$ cat config.mk
export PLATFORM = sky130hd
export DESIGN_NAME = battery_voltage_monitor
export DESIGN_NICKNAME = d
export VERILOG_FILES = /design/src/design/bvm_pkg.sv /design/src/design/bvm_window.sv /design/src/design/bvm_scale.sv /design/src/design/bvm_debounce.sv /design/src/design/battery_voltage_monitor.sv
export SDC_FILE = /design/constraint.sdc
export NUM_CORES = 1
export LEC_CHECK = 0
export BUFFER_PORTS_ARGS = -buffer_cell sky130_fd_sc_hd__buf_2
export CAP_MARGIN = 20
export CORE_MARGIN = 2
export CORE_UTILIZATION = 52
export DETAILED_ROUTE_END_ITERATION = 7
export GPL_ROUTABILITY_DRIVEN = 0
export GPL_TIMING_DRIVEN = 0
export PLACE_DENSITY = 0.75
export SLEW_MARGIN = 5
export SYNTH_ARGS = -nofsm -noshare
export SYNTH_HDL_FRONTEND = slang
export SYNTH_SLANG_ARGS = --single-unit
export TNS_END_PERCENT = 100
$ cat constraint.sdc
create_clock -name clk_i -period 6.5 [get_ports clk_i]
set_input_delay 0.975 -clock clk_i [delete_from_list [all_inputs] [get_ports clk_i]]
set_output_delay 0.975 -clock clk_i [all_outputs]
set_load 0.01 [all_outputs]
$ cat src/design/bvm_pkg.sv
// Shared widths, constants and register codes for the battery voltage monitor.
package bvm_pkg;

  localparam int WINDOW   = 10;
  localparam int IDX_W    = $clog2(WINDOW);

  localparam int SAMPLE_W = 12;
  localparam int SUM_W    = 16;
  localparam int THR_W    = 12;
  localparam int LIMIT_W  = 8;
  localparam int SCALE_W  = 16;
  localparam int VOLT_W   = 16;

  localparam int CFG_IDX_W  = 2;
  localparam int CFG_DATA_W = 16;

  localparam logic [THR_W-1:0]   THR_RESET   = THR_W'(1100);
  localparam logic [LIMIT_W-1:0] LIMIT_RESET = LIMIT_W'(250);
  localparam logic [SCALE_W-1:0] SCALE_RESET = SCALE_W'(2330);

  // sum * scale, then divide by 4096 (shift) and by WINDOW (reciprocal multiply)
  localparam int PROD_W  = SUM_W + SCALE_W;
  localparam int ADC_SH  = 12;
  localparam int DIVIN_W = PROD_W - ADC_SH;
  localparam int REC_K   = 24;
  localparam int REC_W   = 24;
  localparam logic [REC_W-1:0] REC_M = REC_W'((2**REC_K + WINDOW - 1) / WINDOW);
  localparam int RPROD_W = DIVIN_W + REC_W;
  localparam int QUOT_W  = DIVIN_W;

  typedef enum logic [CFG_IDX_W-1:0] {
    CFG_LOW_THRESHOLD = 2'd0,
    CFG_COUNT_LIMIT   = 2'd1,
    CFG_SCALE_FACTOR  = 2'd2
  } cfg_idx_e;

endpackage

$ cat src/design/bvm_window.sv
// Sample ring and running window sum; the sum register doubles as the first pipeline stage.
module bvm_window
  import bvm_pkg::*;
(
  input  logic                clk_i,
  input  logic                rst_ni,
  input  logic                in_valid_i,
  output logic                in_ready_o,
  input  logic [SAMPLE_W-1:0] sample_i,
  output logic                out_valid_o,
  input  logic                out_ready_i,
  output logic [SUM_W-1:0]    sum_o
);

  logic [SAMPLE_W-1:0] ring_q [WINDOW];
  logic [IDX_W-1:0]    idx_q, idx_d;
  logic [SUM_W-1:0]    sum_q, sum_d;
  logic                valid_q;
  logic                accept;

  assign in_ready_o = !valid_q || out_ready_i;
  assign accept     = in_valid_i && in_ready_o;

  assign sum_d = sum_q - SUM_W'(ring_q[idx_q]) + SUM_W'(sample_i);
  assign idx_d = (idx_q == IDX_W'(WINDOW - 1)) ? '0 : idx_q + 1'b1;

  always_ff @(posedge clk_i or negedge rst_ni) begin
    if (!rst_ni) begin
      for (int i = 0; i < WINDOW; i++) begin
        ring_q[i] <= '0;
      end
      idx_q   <= '0;
      sum_q   <= '0;
      valid_q <= 1'b0;
    end else begin
      if (in_ready_o) begin
        valid_q <= in_valid_i;
      end
      if (accept) begin
        ring_q[idx_q] <= sample_i;
        idx_q         <= idx_d;
        sum_q         <= sum_d;
      end
    end
  end

  assign out_valid_o = valid_q;
  assign sum_o       = sum_q;

endmodule

$ cat src/design/bvm_scale.sv
// Two stages: sum times scale, then divide by 4096 (shift) and by WINDOW (reciprocal multiply).
module bvm_scale
  import bvm_pkg::*;
(
  input  logic               clk_i,
  input  logic               rst_ni,
  input  logic               in_valid_i,
  output logic               in_ready_o,
  input  logic [SUM_W-1:0]   sum_i,
  input  logic [SCALE_W-1:0] scale_i,
  output logic               out_valid_o,
  input  logic               out_ready_i,
  output logic [QUOT_W-1:0]  quot_o
);

  logic [PROD_W-1:0]  prod_q;
  logic               prod_valid_q;
  logic               prod_ready;
  logic [RPROD_W-1:0] rprod;
  logic [QUOT_W-1:0]  quot_q;
  logic               quot_valid_q;

  assign prod_ready = !quot_valid_q || out_ready_i;
  assign in_ready_o = !prod_valid_q || prod_ready;

  // error of the rounded-up reciprocal stays below one step for any DIVIN_W-bit input
  assign rprod = RPROD_W'(prod_q[PROD_W-1:ADC_SH]) * RPROD_W'(REC_M);

  always_ff @(posedge clk_i or negedge rst_ni) begin
    if (!rst_ni) begin
      prod_valid_q <= 1'b0;
      quot_valid_q <= 1'b0;
    end else begin
      if (in_ready_o) begin
        prod_valid_q <= in_valid_i;
      end
      if (prod_ready) begin
        quot_valid_q <= prod_valid_q;
      end
    end
  end

  always_ff @(posedge clk_i) begin
    if (in_ready_o && in_valid_i) begin
      prod_q <= PROD_W'(sum_i) * PROD_W'(scale_i);
    end
    if (prod_ready && prod_valid_q) begin
      quot_q <= rprod[REC_K +: QUOT_W];
    end
  end

  assign out_valid_o = quot_valid_q;
  assign quot_o      = quot_q;

endmodule

$ cat src/design/bvm_debounce.sv
// Saturation, low-voltage run counter and the result register.
module bvm_debounce
  import bvm_pkg::*;
(
  input  logic               clk_i,
  input  logic               rst_ni,
  input  logic               in_valid_i,
  output logic               in_ready_o,
  input  logic [QUOT_W-1:0]  quot_i,
  input  logic [THR_W-1:0]   low_threshold_i,
  input  logic [LIMIT_W-1:0] count_limit_i,
  output logic               out_valid_o,
  input  logic               out_ready_i,
  output logic [VOLT_W-1:0]  volts_o,
  output logic               low_power_o
);

  logic [VOLT_W-1:0]  volts;
  logic [LIMIT_W-1:0] cnt_q, cnt_d;
  logic               valid_q;
  logic [VOLT_W-1:0]  volts_q;
  logic               low_power_q;
  logic               accept;

  assign in_ready_o = !valid_q || out_ready_i;
  assign accept     = in_valid_i && in_ready_o;

  assign volts = (quot_i[QUOT_W-1:VOLT_W] != '0) ? '1 : quot_i[VOLT_W-1:0];

  always_comb begin
    if (volts < VOLT_W'(low_threshold_i)) begin
      // a limit lowered below the count snaps the count to it
      cnt_d = (cnt_q >= count_limit_i) ? count_limit_i : cnt_q + 1'b1;
    end else begin
      cnt_d = '0;
    end
  end

  always_ff @(posedge clk_i or negedge rst_ni) begin
    if (!rst_ni) begin
      cnt_q   <= '0;
      valid_q <= 1'b0;
    end else begin
      if (in_ready_o) begin
        valid_q <= in_valid_i;
      end
      if (accept) begin
        cnt_q <= cnt_d;
      end
    end
  end

  always_ff @(posedge clk_i) begin
    if (accept) begin
      volts_q     <= volts;
      low_power_q <= (cnt_d == count_limit_i);
    end
  end

  assign out_valid_o = valid_q;
  assign volts_o     = volts_q;
  assign low_power_o = low_power_q;

endmodule

$ cat src/design/battery_voltage_monitor.sv
// Battery voltage monitor: moving average of ADC samples with a debounced low flag.
//
// Input stream: one 12-bit raw ADC sample per request on s_axis. Output stream:
// the averaged voltage in centivolts (saturated at 65535) and the low_power flag
// on m_axis, exactly one result per sample, in order.
// Configuration: cfg_we_i writes cfg_wdata_i into the register selected by
// cfg_idx_i (0 low threshold, 1 count limit, 2 scale factor); other indexes are
// ignored. Write only while the pipeline is empty.
// Pipeline: four register stages, the first loaded at the edge that takes its sample
// (window sum, scale multiply, reciprocal divide, threshold/counter stage), each
// registered in turn. Throughput: one sample per cycle while m_axis_tready does
// not hold the pipeline; the running sum is updated as each sample is taken.
// Reset clears the sample ring, the window sum, the ring index, the low counter
// and all pipeline valids, and loads the register defaults (1100, 250, 2330).
// The first WINDOW-1 results therefore average in zeros.
// When m_axis_tready is low, the result holds and the pipeline keeps filling its
// empty stages; s_axis_tready drops only once every stage holds a request.
module battery_voltage_monitor
  import bvm_pkg::*;
(
  input  logic                  clk_i,
  input  logic                  rst_ni,
  input  logic                  cfg_we_i,
  input  logic [CFG_IDX_W-1:0]  cfg_idx_i,
  input  logic [CFG_DATA_W-1:0] cfg_wdata_i,
  input  logic                  s_axis_tvalid,
  output logic                  s_axis_tready,
  input  logic [15:0]           s_axis_tdata,  // [11:0] adc_sample
  output logic                  m_axis_tvalid,
  input  logic                  m_axis_tready,
  output logic [23:0]           m_axis_tdata   // [15:0] voltage_centivolts, [16] low_power
);

  logic [THR_W-1:0]   low_threshold_q;
  logic [LIMIT_W-1:0] count_limit_q;
  logic [SCALE_W-1:0] scale_factor_q;

  logic               sum_valid, sum_ready;
  logic [SUM_W-1:0]   sum;
  logic               quot_valid, quot_ready;
  logic [QUOT_W-1:0]  quot;
  logic [VOLT_W-1:0]  volts;
  logic               low_power;

  always_ff @(posedge clk_i or negedge rst_ni) begin
    if (!rst_ni) begin
      low_threshold_q <= THR_RESET;
      count_limit_q   <= LIMIT_RESET;
      scale_factor_q  <= SCALE_RESET;
    end else if (cfg_we_i) begin
      case (cfg_idx_e'(cfg_idx_i))
        CFG_LOW_THRESHOLD: low_threshold_q <= cfg_wdata_i[THR_W-1:0];
        CFG_COUNT_LIMIT:   count_limit_q   <= cfg_wdata_i[LIMIT_W-1:0];
        CFG_SCALE_FACTOR:  scale_factor_q  <= cfg_wdata_i[SCALE_W-1:0];
        default: ;
      endcase
    end
  end

  bvm_window u_window (
    .clk_i       (clk_i),
    .rst_ni      (rst_ni),
    .in_valid_i  (s_axis_tvalid),
    .in_ready_o  (s_axis_tready),
    .sample_i    (s_axis_tdata[SAMPLE_W-1:0]),
    .out_valid_o (sum_valid),
    .out_ready_i (sum_ready),
    .sum_o       (sum)
  );

  bvm_scale u_scale (
    .clk_i       (clk_i),
    .rst_ni      (rst_ni),
    .in_valid_i  (sum_valid),
    .in_ready_o  (sum_ready),
    .sum_i       (sum),
    .scale_i     (scale_factor_q),
    .out_valid_o (quot_valid),
    .out_ready_i (quot_ready),
    .quot_o      (quot)
  );

  bvm_debounce u_debounce (
    .clk_i           (clk_i),
    .rst_ni          (rst_ni),
    .in_valid_i      (quot_valid),
    .in_ready_o      (quot_ready),
    .quot_i          (quot),
    .low_threshold_i (low_threshold_q),
    .count_limit_i   (count_limit_q),
    .out_valid_o     (m_axis_tvalid),
    .out_ready_i     (m_axis_tready),
    .volts_o         (volts),
    .low_power_o     (low_power)
  );

  assign m_axis_tdata = {7'd0, low_power, volts};

endmodule

[Word level (Yosys, flattened, before mapping)]
Cells that the tools add are included.
Word-level totals
  flip-flop bits (word level): 254
  bits of input ports: 39
  output and inout bits: 26
  word-level logic and storage cells: 66
Operators by class
  $add $sub $neg: 4
  multiply operators: 2
  order comparisons: 4
  equality and inequality tests: 4
  muxes and demuxes: 10
  bitwise logic cells: 1
  reduce and logical (&&, ||, !) cells: 17
Operators by type and width (count)
  $bwmux 120: 1
  $bmux 12 s4: 1
  $demux 12 s4: 1
  $mul 20x20->40 const B: 1
  $mux 12: 3
  $mul 16x16->32: 1
  $add 16x12->16: 1
  $lt 16x12->1: 1
  $mux 16: 1
  $mux 8: 2
  $sub 16x12->16: 1
  $add 8x1->8 const B: 1
  $eq 8x8->1: 1
  $ge 8x8->1: 1
  $reduce_and 2->1: 3
  $ge 5x5->1 const B: 1
  $logic_and 1x1->1: 5
  $lt 5x1->1 const B: 1
  $not 4->5: 1
  $add 4x1->4 const B: 1
  $eq 4x4->1 const B: 1
  $logic_not 1->1: 4
  $logic_or 1x1->1: 4
  $mux 4: 1
  other kinds (3): 3

[Logic depth before layout (Yosys ltp)]
Gate-level depths: netlist (run 1).
  depth in word-level cells: 6
  gate-level depth with buffers: 25
  gate-level depth less buffers: 24

[Modules after synthesis]
A second synthesis (run 1) with hierarchy kept.
Second synthesis, totals
  cell total of the unflattened synthesis: 2642
  area total of the unflattened synthesis: 27473.8 µm²
By module, submodules not included
  bvm_scale: instances 1, cells an instance 1766, area each 16827.4 µm², seq. area each 1161.1 µm²
  bvm_window: instances 1, cells an instance 605, area each 7313.3 µm², seq. area each 3528.4 µm²
  bvm_debounce: instances 1, cells an instance 185, area each 1871.8 µm², seq. area each 735.7 µm²
  battery_voltage_monitor: instances 1, cells an instance 86, area each 1461.4 µm², seq. area each 919.6 µm²

[Least setup slack after synthesis (run 1)]
OpenSTA, ideal clock, no wires.
  path kind: reg-to-reg
  start point: register scale_factor_q[3]
  end point: register u_scale.prod_q[31] (data pin)
  setup time: 0.271 ns
  data arrival time: 5.885 ns
  required time: 6.229 ns
  setup slack: 0.344 ns
  stages on the path, launching flop included: 22
  buffers on the path: 1
  clock period less this slack: 6.156 ns
  path through: dfstp_2 clkbuf_1 nand2_1 fa_1 fa_1 fa_1 inv_1 fa_1 fa_1 inv_1 fa_1 inv_1 ha_1 a21o_1 a21oi_1 o211a_4 o211ai_4 and3_4 a21oi_4 o21ai_4 a2111oi_2 nor3b_2
On the way
  word-level cells in the longest chain between the ends: 1
Ends and longest elaborated chain
  start, declared: line battery_voltage_monitor.sv:36  | logic [SCALE_W-1:0] scale_factor_q;
  start signal, assigned: line battery_voltage_monitor.sv:54  | CFG_SCALE_FACTOR: scale_factor_q <= cfg_wdata_i[SCALE_W-1:0];
  $mul 16x16->32: line bvm_scale.sv:45  | prod_q <= PROD_W'(sum_i) * PROD_W'(scale_i);
  end signal, assigned: line bvm_scale.sv:45
  end, declared: line bvm_scale.sv:16  | logic [PROD_W-1:0] prod_q;
No other way between the ends.
A chain may end at the register's enable or synchronous reset.

[Final worst setup path (run 1)]
  start point: register u_scale.prod_q[17]
  end point: register u_scale.quot_q[13], in the netlist u_scale.quot_o[13] (data pin)
On the way
  word-level cells in the longest chain between the ends: 1
Ends and longest elaborated chain
  $mul 20x20->40: line bvm_scale.sv:27  | assign rprod = RPROD_W'(prod_q[PROD_W-1:ADC_SH]) * RPROD_W'(REC_M);
  net u_scale.rprod[37]: line bvm_scale.sv:19  | logic [RPROD_W-1:0] rprod;
  end signal, assigned: line bvm_scale.sv:48  | quot_q <= rprod[REC_K +: QUOT_W];
  end, declared: line bvm_scale.sv:20  | logic [QUOT_W-1:0] quot_q;
The timed path passes the listed nets, and every way through them passes these cells.

==> impl_metrics.json, run 1 <==
{
  "fin_skew_ps": 20.5,
  "cp_max_fo": 6,
  "setup_viol": 0,
  "wl_per_cell_um": 18.6,
  "ys_ff_latch": 242,
  "first_global_vias": 20000,
  "syn_to_final_growth_pct": 11.3,
  "grt.overflow.total": 0,
  "post-route-drc-count": 0,
  "routed.top_layer": "met4",
  "hpwl_mm": 49.7,
  "routedLengthMet1_mm": 25.8,
  "numPortBuffers": 53,
  "clockBufferDepth": 3,
  "fill_cells": 4021,
  "async_flop_share_pct": 77.7,
  "fin_area_sq_um": 29200,
  "hold_viol": 0,
  "netlist_area_sq_um": 26300,
  "fin_crit_ps": 6370,
  "hold_buffers": 0,
  "r2r_setup_slack_ps": 130,
  "place_area_sq_um": 27400,
  "endpoint_kind": "register",
  "start_util_pct": 52.6,
  "die_w_um": 229,
  "cts_buffers": 25,
  "cts.sinks": 242,
  "slew_headroom_pct": 28.0,
  "htreeDepth": 1,
  "critical_path_class": "register to register",
  "r2r_start": "u_scale.prod_q[17]$_DFFE_PP_",
  "gr-usage-all-layers_pct": 24.3,
  "cts_tree": "yes",
  "syn_inst": 2590,
  "clock.fmax_mhz": 157,
  "insertion_delay_ps": 570,
  "reg2reg_to": "u_scale.quot_o[13]$_DFFE_PP_",
  "fin_nets": 3446,
  "layout-drive-gt1-share_pct": 14.2,
  "ys_types": 78,
  "core_area_sq_um": 50000,
  "post-place-ws_ps": -615,
  "ys.flop_type": "dfrtp_1",
  "setup_ws_ps": 129,
  "max_cap_viol_count": 0,
  "n_antenna_cell": 0,
  "drtAntennaViolNets": 0,
  "antenna_found_initial": 0,
  "dp.cells": 3322,
  "final_cells": 3423,
  "cts_root_buffer": "clkbuf_16",
  "grt_pass1_wl_mm": 101,
  "hold_path.class": "input port to asynchronous set/reset pin",
  "rows": 82,
  "met3_length_mm": 3.94,
  "die-area_sq_um": 52300,
  "yosysSeqAreaShare_pct": 24.2,
  "status": "completed",
  "ff2ff_path_depth": 21,
  "grt_max_degree": 100,
  "synth_edf_count": 54,
  "avgSynthCellArea_sq_um": 10.1,
  "yosys_warnings": 0,
  "vias": 19000,
  "critPathLaunchType": "register",
  "crit_arrival_ps": 6650,
  "drt_iter0_markers": 1549,
  "wirelength_mm": 63.6,
  "wl_met2_mm": 31.5,
  "required_ps": 6780,
  "firstDrtPassIters": 5,
  "timing.final.crit_share_pct": 98.0,
  "setup_tns_ps": 0,
  "routed_via_density": 5.55,
  "clk_pin_slew_ps": 70,
  "num_io_pins": 65,
  "worst_pin_slew_ps": 1080,
  "drv_slew": 0,
  "die_y_um": 229
}
-- metrics by stage --
stage / util (%) / hold WS (ps)
floorplan: - / 445
global placement: 54.8 / 457
detailed placement: 54.9 / 467
CTS: 57.1 / 483
global route: 58.5 / 508
finish: 58.5 / 453
-- registers in the layout, indices dropped and copies added, names as in the netlist, 12 cells and up --
register,count
low_threshold_q,12
scale_factor_q,16
u_debounce.volts_o,16
u_scale.prod_q,20
u_scale.quot_o,17
u_window.ring_q,120
u_window.sum_o,16
-- layout make-up --
type                       instances  area, sq um  area share, %
inverter                         510         1910           6.55
clock buffer                      35          733           2.51
clock inverter                    11          116          0.398
buffer                            81          465           1.59
sequential                       242         6370           21.8
timing repair buffer             116          777           2.66
multi-input combinational       1756        18000           61.6
tap                              672          841           2.88
-- worst max-delay path, stage by stage (launching register included) --
cell and delay, ps:
edfxtp_1 520, ha_1 490, ha_1 230, or2_2 340, fa_1 510, fa_1 420, fa_1 520, inv_1 50
fa_1 480, inv_1 60, ha_1 300, ha_4 290, and4_1 230, and3_4 220, nand3_4 100, a211oi_4 360
o21ai_2 110, o21a_2 230, o22ai_4 190, a21oi_2 100, o21bai_1 220, xor2_1 110
-- cell usage after synthesis, types with 5 or more instances --
library cell	n	area [sq um]
and3_1	13	81.3
xor2_1	30	263
inv_1	499	1870
or2_2	19	119
mux4_2	24	541
a21o_1	28	210
mux2i_1	12	120
buf_4	9	67.6
nor2b_1	11	68.8
edfxtp_1	54	1620
o31ai_1	5	37.5
a31oi_1	6	37.5
a21oi_1	38	190
fa_1	335	6710
nand3_1	26	130
ha_1	340	4250
nand2_1	300	1130
nand2b_1	12	75.1
dfstp_2	15	394
nor2_1	46	173
o21a_1	7	52.6
a211oi_1	10	75.1
and2_1	127	795
nand3b_1	7	52.6
xnor2_1	36	315
nand4_1	6	37.5
a22oi_1	12	90.1
nor3_1	15	75.1
clkinv_1	11	41.3
dfrtp_1	173	4330
mux2_2	46	518
o21ai_0	167	836
clkbuf_1	72	270
-- what timing repair did --
action	4_1_cts	5_1_grt
endpoints found under the setup margin	25	16
hold endpoints to repair	0	0
setup buffers	16	46
resized for setup	53	115
pin swaps	3	41
-- layer usage --
layer,track usage [%],vias up
met5,0,-
li1,-,8541
met2,41.5,647
met1,31.1,9647
met3,4.10,156
met4,8.86,0
-- worst max path at each step --
stage,startpoint,to,slack [ps],cells past startpoint
final,u_scale.prod_q[17]$_DFFE_PP_,u_scale.quot_o[13]$_DFFE_PP_,130,21
after global routing,scale_factor_q[1]$_DFFE_PN1P_,u_scale.prod_q[25]$_DFFE_PP_,-30,23
after detailed placement,u_window.sum_o[8]$_DFFE_PN0P_,u_scale.prod_q[31]$_DFFE_PP_,-610,22
after floorplan,scale_factor_q[3]$_DFFE_PN1P_,u_scale.prod_q[31]$_DFFE_PP_,340,21
after CTS,u_scale.prod_q[13]$_DFFE_PP_,u_scale.quot_o[16]$_DFFE_PP_,2,22
after global placement,u_window.sum_o[8]$_DFFE_PN0P_,u_scale.prod_q[31]$_DFFE_PP_,-440,22
-- kinds of logic after synthesis --
logic type / synth area share, %
buffers and inverters: 8.69
xor gates and xnor gates: 2.20
DFF: 24.2
and+or+nand+nor: 11.0
muxes: 4.49
other: 0.0143
AOI/OAI and AO/OA: 7.72
adders and majority gates: 41.7
-- cells in the final DEF (no fill, tap or decap), types with 10 or more instances in the layout --
cell / n
a21o_1: 28
a21oi_1: 34
a22oi_1: 12
and2_1: 126
and3_1: 12
buf_2: 57
buf_4: 72
buf_6: 10
clkbuf_1: 40
clkbuf_16: 25
clkinv_1: 11
dfrtp_1: 153
dfrtp_2: 20
dfstp_2: 14
edfxtp_1: 54
fa_1: 332
ha_1: 318
ha_4: 13
inv_1: 495
mux2_2: 46
mux2i_1: 12
mux4_2: 24
nand2_1: 299
nand2b_1: 12
nand3_1: 25
nor2_1: 44
nor2b_1: 11
nor3_1: 15
o21ai_0: 165
or2_2: 17
xnor2_1: 36
xor2_1: 28
Power of run 1 is not shown: default switching activity piles up to over one toggle a cycle in this logic, so the estimate is an artifact.
==> run 2, diff against run 1 <==
--- a/config.mk
+++ b/config.mk
@@ -6,15 +6,17 @@
 export NUM_CORES = 1
 export LEC_CHECK = 0
 export BUFFER_PORTS_ARGS = -buffer_cell sky130_fd_sc_hd__buf_2
-export CAP_MARGIN = 20
+export CELL_PAD_IN_SITES_DETAIL_PLACEMENT = 1
+export CELL_PAD_IN_SITES_GLOBAL_PLACEMENT = 2
 export CORE_MARGIN = 2
-export CORE_UTILIZATION = 52
+export CORE_UTILIZATION = 39
 export DETAILED_ROUTE_END_ITERATION = 7
 export GPL_ROUTABILITY_DRIVEN = 0
 export GPL_TIMING_DRIVEN = 0
-export PLACE_DENSITY = 0.75
+export PLACE_DENSITY = 0.82
 export SLEW_MARGIN = 5
 export SYNTH_ARGS = -nofsm -noshare
 export SYNTH_HDL_FRONTEND = slang
+export SYNTH_HIERARCHICAL = 1
 export SYNTH_SLANG_ARGS = --single-unit
 export TNS_END_PERCENT = 100
==> run 2 against run 1 <==
Clock skew decreased by 6.3 ps; hold slack got worse by 64 ps; critical path depth decreased by 4; die area increased by 39%; utilization decreased by 15 points; cell count increased by 9.2%; design area increased by 4.8%; clock-buffer cell count increased by 4; routed wire length increased by 23%; via count increased by 2.9%; largest cell class unchanged.
==> impl_metrics.json, run 2 <==
{
  "status": "completed",
  "synthTopCellsByCount": "inv_1 (503), ha_1 (340), fa_1 (334)",
  "multiInputGateArea_sq_um": 19000,
  "hold_buffers": 0,
  "async_flop_share_pct": 77.7,
  "vias": 19500,
  "largest_reg_flops": 120,
  "synth_edf_count": 54,
  "post-route-drc-count": 0,
  "rsz0062_at_grt": "true",
  "ys_types": 91,
  "synth_area_leaders": "fa_1 (24%), dfrtp_1 (16%), ha_1 (15%)",
  "ff2ff_path_depth": 17,
  "wirelength_mm": 78.0,
  "crit_arrival_ps": 6630,
  "clock.fmax_mhz": 158,
  "slew_headroom_pct": 23.0,
  "path_cells": "ha_1 -> xor2_1 -> ha_1 -> or2_2 -> fa_1 -> fa_1 -> fa_1 -> fa_1 -> ha_1 -> ha_1 -> a21oi_1 -> o211ai_1 -> a211oi_1 -> nand4b_1 -> a31oi_4 -> o21ai_0 -> xor2_1",
  "numPortBuffers": 53,
  "max_cap_viol_count": 0,
  "cpPeakStageDelay_ps": 600,
  "cp_num_buf_inv": 0,
  "grt_pass1_wl_mm": 124,
  "critPathLaunchType": "register",
  "hpwl_mm": 62.8,
  "r2r_setup_slack_ps": 170,
  "hold_viol": 0,
  "yosys_warnings": 6,
  "regArea_sq_um": 6380,
  "most-common-layout-cells": "inv_1 (503), fa_1 (333), ha_1 (326)",
  "syn_inst": 2642,
  "required_ps": 6800,
  "num_io_pins": 65,
  "reg2reg_to": "u_scale/quot_o[8]$_DFFE_PP_",
  "cts_tree": "yes",
  "top_register": "u_window/ring_q",
  "fin_nets": 3488,
  "gr-usage-all-layers_pct": 21.7,
  "r2r_start": "u_scale/prod_q[13]$_DFFE_PP_",
  "avgSynthCellArea_sq_um": 10.4,
  "timing.final.crit_share_pct": 97.4,
  "rows": 97,
  "critical_path_class": "register to register",
  "die_w_um": 269,
  "crit_path_top_delay_cell": "edfxtp_1",
  "drtAntennaViolNets": 0,
  "yosysTopAreaCellShare_pct": 24.3,
  "clockBufferDepth": 3,
  "cts_buffers": 28,
  "fin_skew_ps": 14.2,
  "drv_slew": 0,
  "fin_crit_ps": 6330,
  "die-area_sq_um": 72600,
  "wl_per_cell_um": 20.9,
  "setup_ws_ps": 168,
  "die_y_um": 269,
  "netlist_area_sq_um": 27500,
  "routed_via_density": 5.23,
  "layout-drive-gt1-share_pct": 16.8,
  "worst_pin_slew_ps": 1150,
  "syn_to_final_growth_pct": 11.5,
  "post-place-ws_ps": -737,
  "htreeDepth": 1,
  "fill_cells": 7812,
  "cts_root_buffer": "clkbuf_16",
  "cp_max_fo": 7,
  "cpLargestDelayFamily": "adder cells",
  "final_common_cell": "inv_1",
  "first_global_vias": 22300,
  "firstDrtPassIters": 5,
  "hold_path.class": "input port to asynchronous set/reset pin",
  "antenna_found_initial": 2,
  "yosysSeqAreaShare_pct": 23.1,
  "core_area_sq_um": 69900,
  "endpoint_kind": "register",
  "clk_pin_slew_ps": 60,
  "start_util_pct": 39.3,
  "yosysTopAreaCell": "fa_1",
  "grt_max_degree": 112,
  "grt.overflow.total": 0,
  "drt_iter0_markers": 1152,
  "setup_viol": 0,
  "cts.sinks": 242,
  "yosysMostFrequentCell": "inv_1",
  "ys.flop_type": "dfrtp_1",
  "insertion_delay_ps": 570,
  "ys_ff_latch": 242
}
## run 2: cell count changes after synthesis, moves of 10 or more
cell      previous run  this run
mux2_2              46       138
o21ai_0            167        94
or2_2               19         3
nand2_1            300       236
a21oi_1             38        73
o211ai_1             2        12
clkbuf_1            72        57
nand2b_1            12        23
clkinv_1            11         0
nand4_1              6        25
a21o_1              28        39
## run 2: metal layers
layer / wire (um) / global-route usage [%]
met2: 38700 / 38.1
met4: 2010 / 5.70
met1: 33900 / 28.0
met5: 18 / 0
met3: 3320 / 2.89
## run 2: layout make-up
type                       count  area share, %
antenna                        1        0.00817
buffer                        87           1.88
clock buffer                  39           2.59
clock inverter                12          0.376
inverter                     504           6.18
multi-input combinational   1813           62.1
sequential                   242           20.8
tap                          940           3.84
timing repair buffer          99           2.19
## run 2: cell families after synthesis
kind of cell / share of synthesized area [%]
other: 0.0273
adder cells (fa/ha/maj): 39.8
XOR/XNOR: 2.26
AND/OR/NAND/NOR: 10.1
multiplexers: 8.24
flip-flops: 23.1
buffers and inverters: 8.50
AO/OA/AOI/OAI: 7.91
## run 2: worst max-delay path by stage
stage	from	end	slack (ps)	depth (start not counted)
after floorplan	scale_factor_q[8]$_DFFE_PN1P_	u_scale/prod_q[30]$_DFFE_PP_	440	19
after global placement	u_window/sum_o[9]$_DFFE_PN0P_	u_scale/prod_q[31]$_DFFE_PP_	-560	17
after detailed placement	u_window/sum_o[9]$_DFFE_PN0P_	u_scale/prod_q[31]$_DFFE_PP_	-740	17
after CTS	scale_factor_q[1]$_DFFE_PN1P_	u_scale/prod_q[31]$_DFFE_PP_	5	17
after global routing	scale_factor_q[3]$_DFFE_PN1P_	u_scale/prod_q[31]$_DFFE_PP_	-20	19
final	u_scale/prod_q[13]$_DFFE_PP_	u_scale/quot_o[8]$_DFFE_PP_	170	17
## run 2: metrics by stage
step	instance area, sq um	setup TNS [ps]	cells	hold WS (ps)	util [%]
final	30600	0	3737	389	43.8
after global routing	30600	-41.9	3736	425	43.8
after CTS	30100	0	3700	403	43.1
after detailed placement	29000	-7600	3644	467	41.5
after global placement	28900	-5220	3643	447	41.4
after floorplan	27500	0	2650	440	-
## run 2: timing repair
item | 4_1_cts | 5_1_grt
gates resized for setup | 79 | 94
setup endpoints to repair | 25 | 18
gates cloned | 0 | 1
buffers inserted | 6 | 38
pin swaps | 5 | 14
Power of run 2 is left out for the same reason.
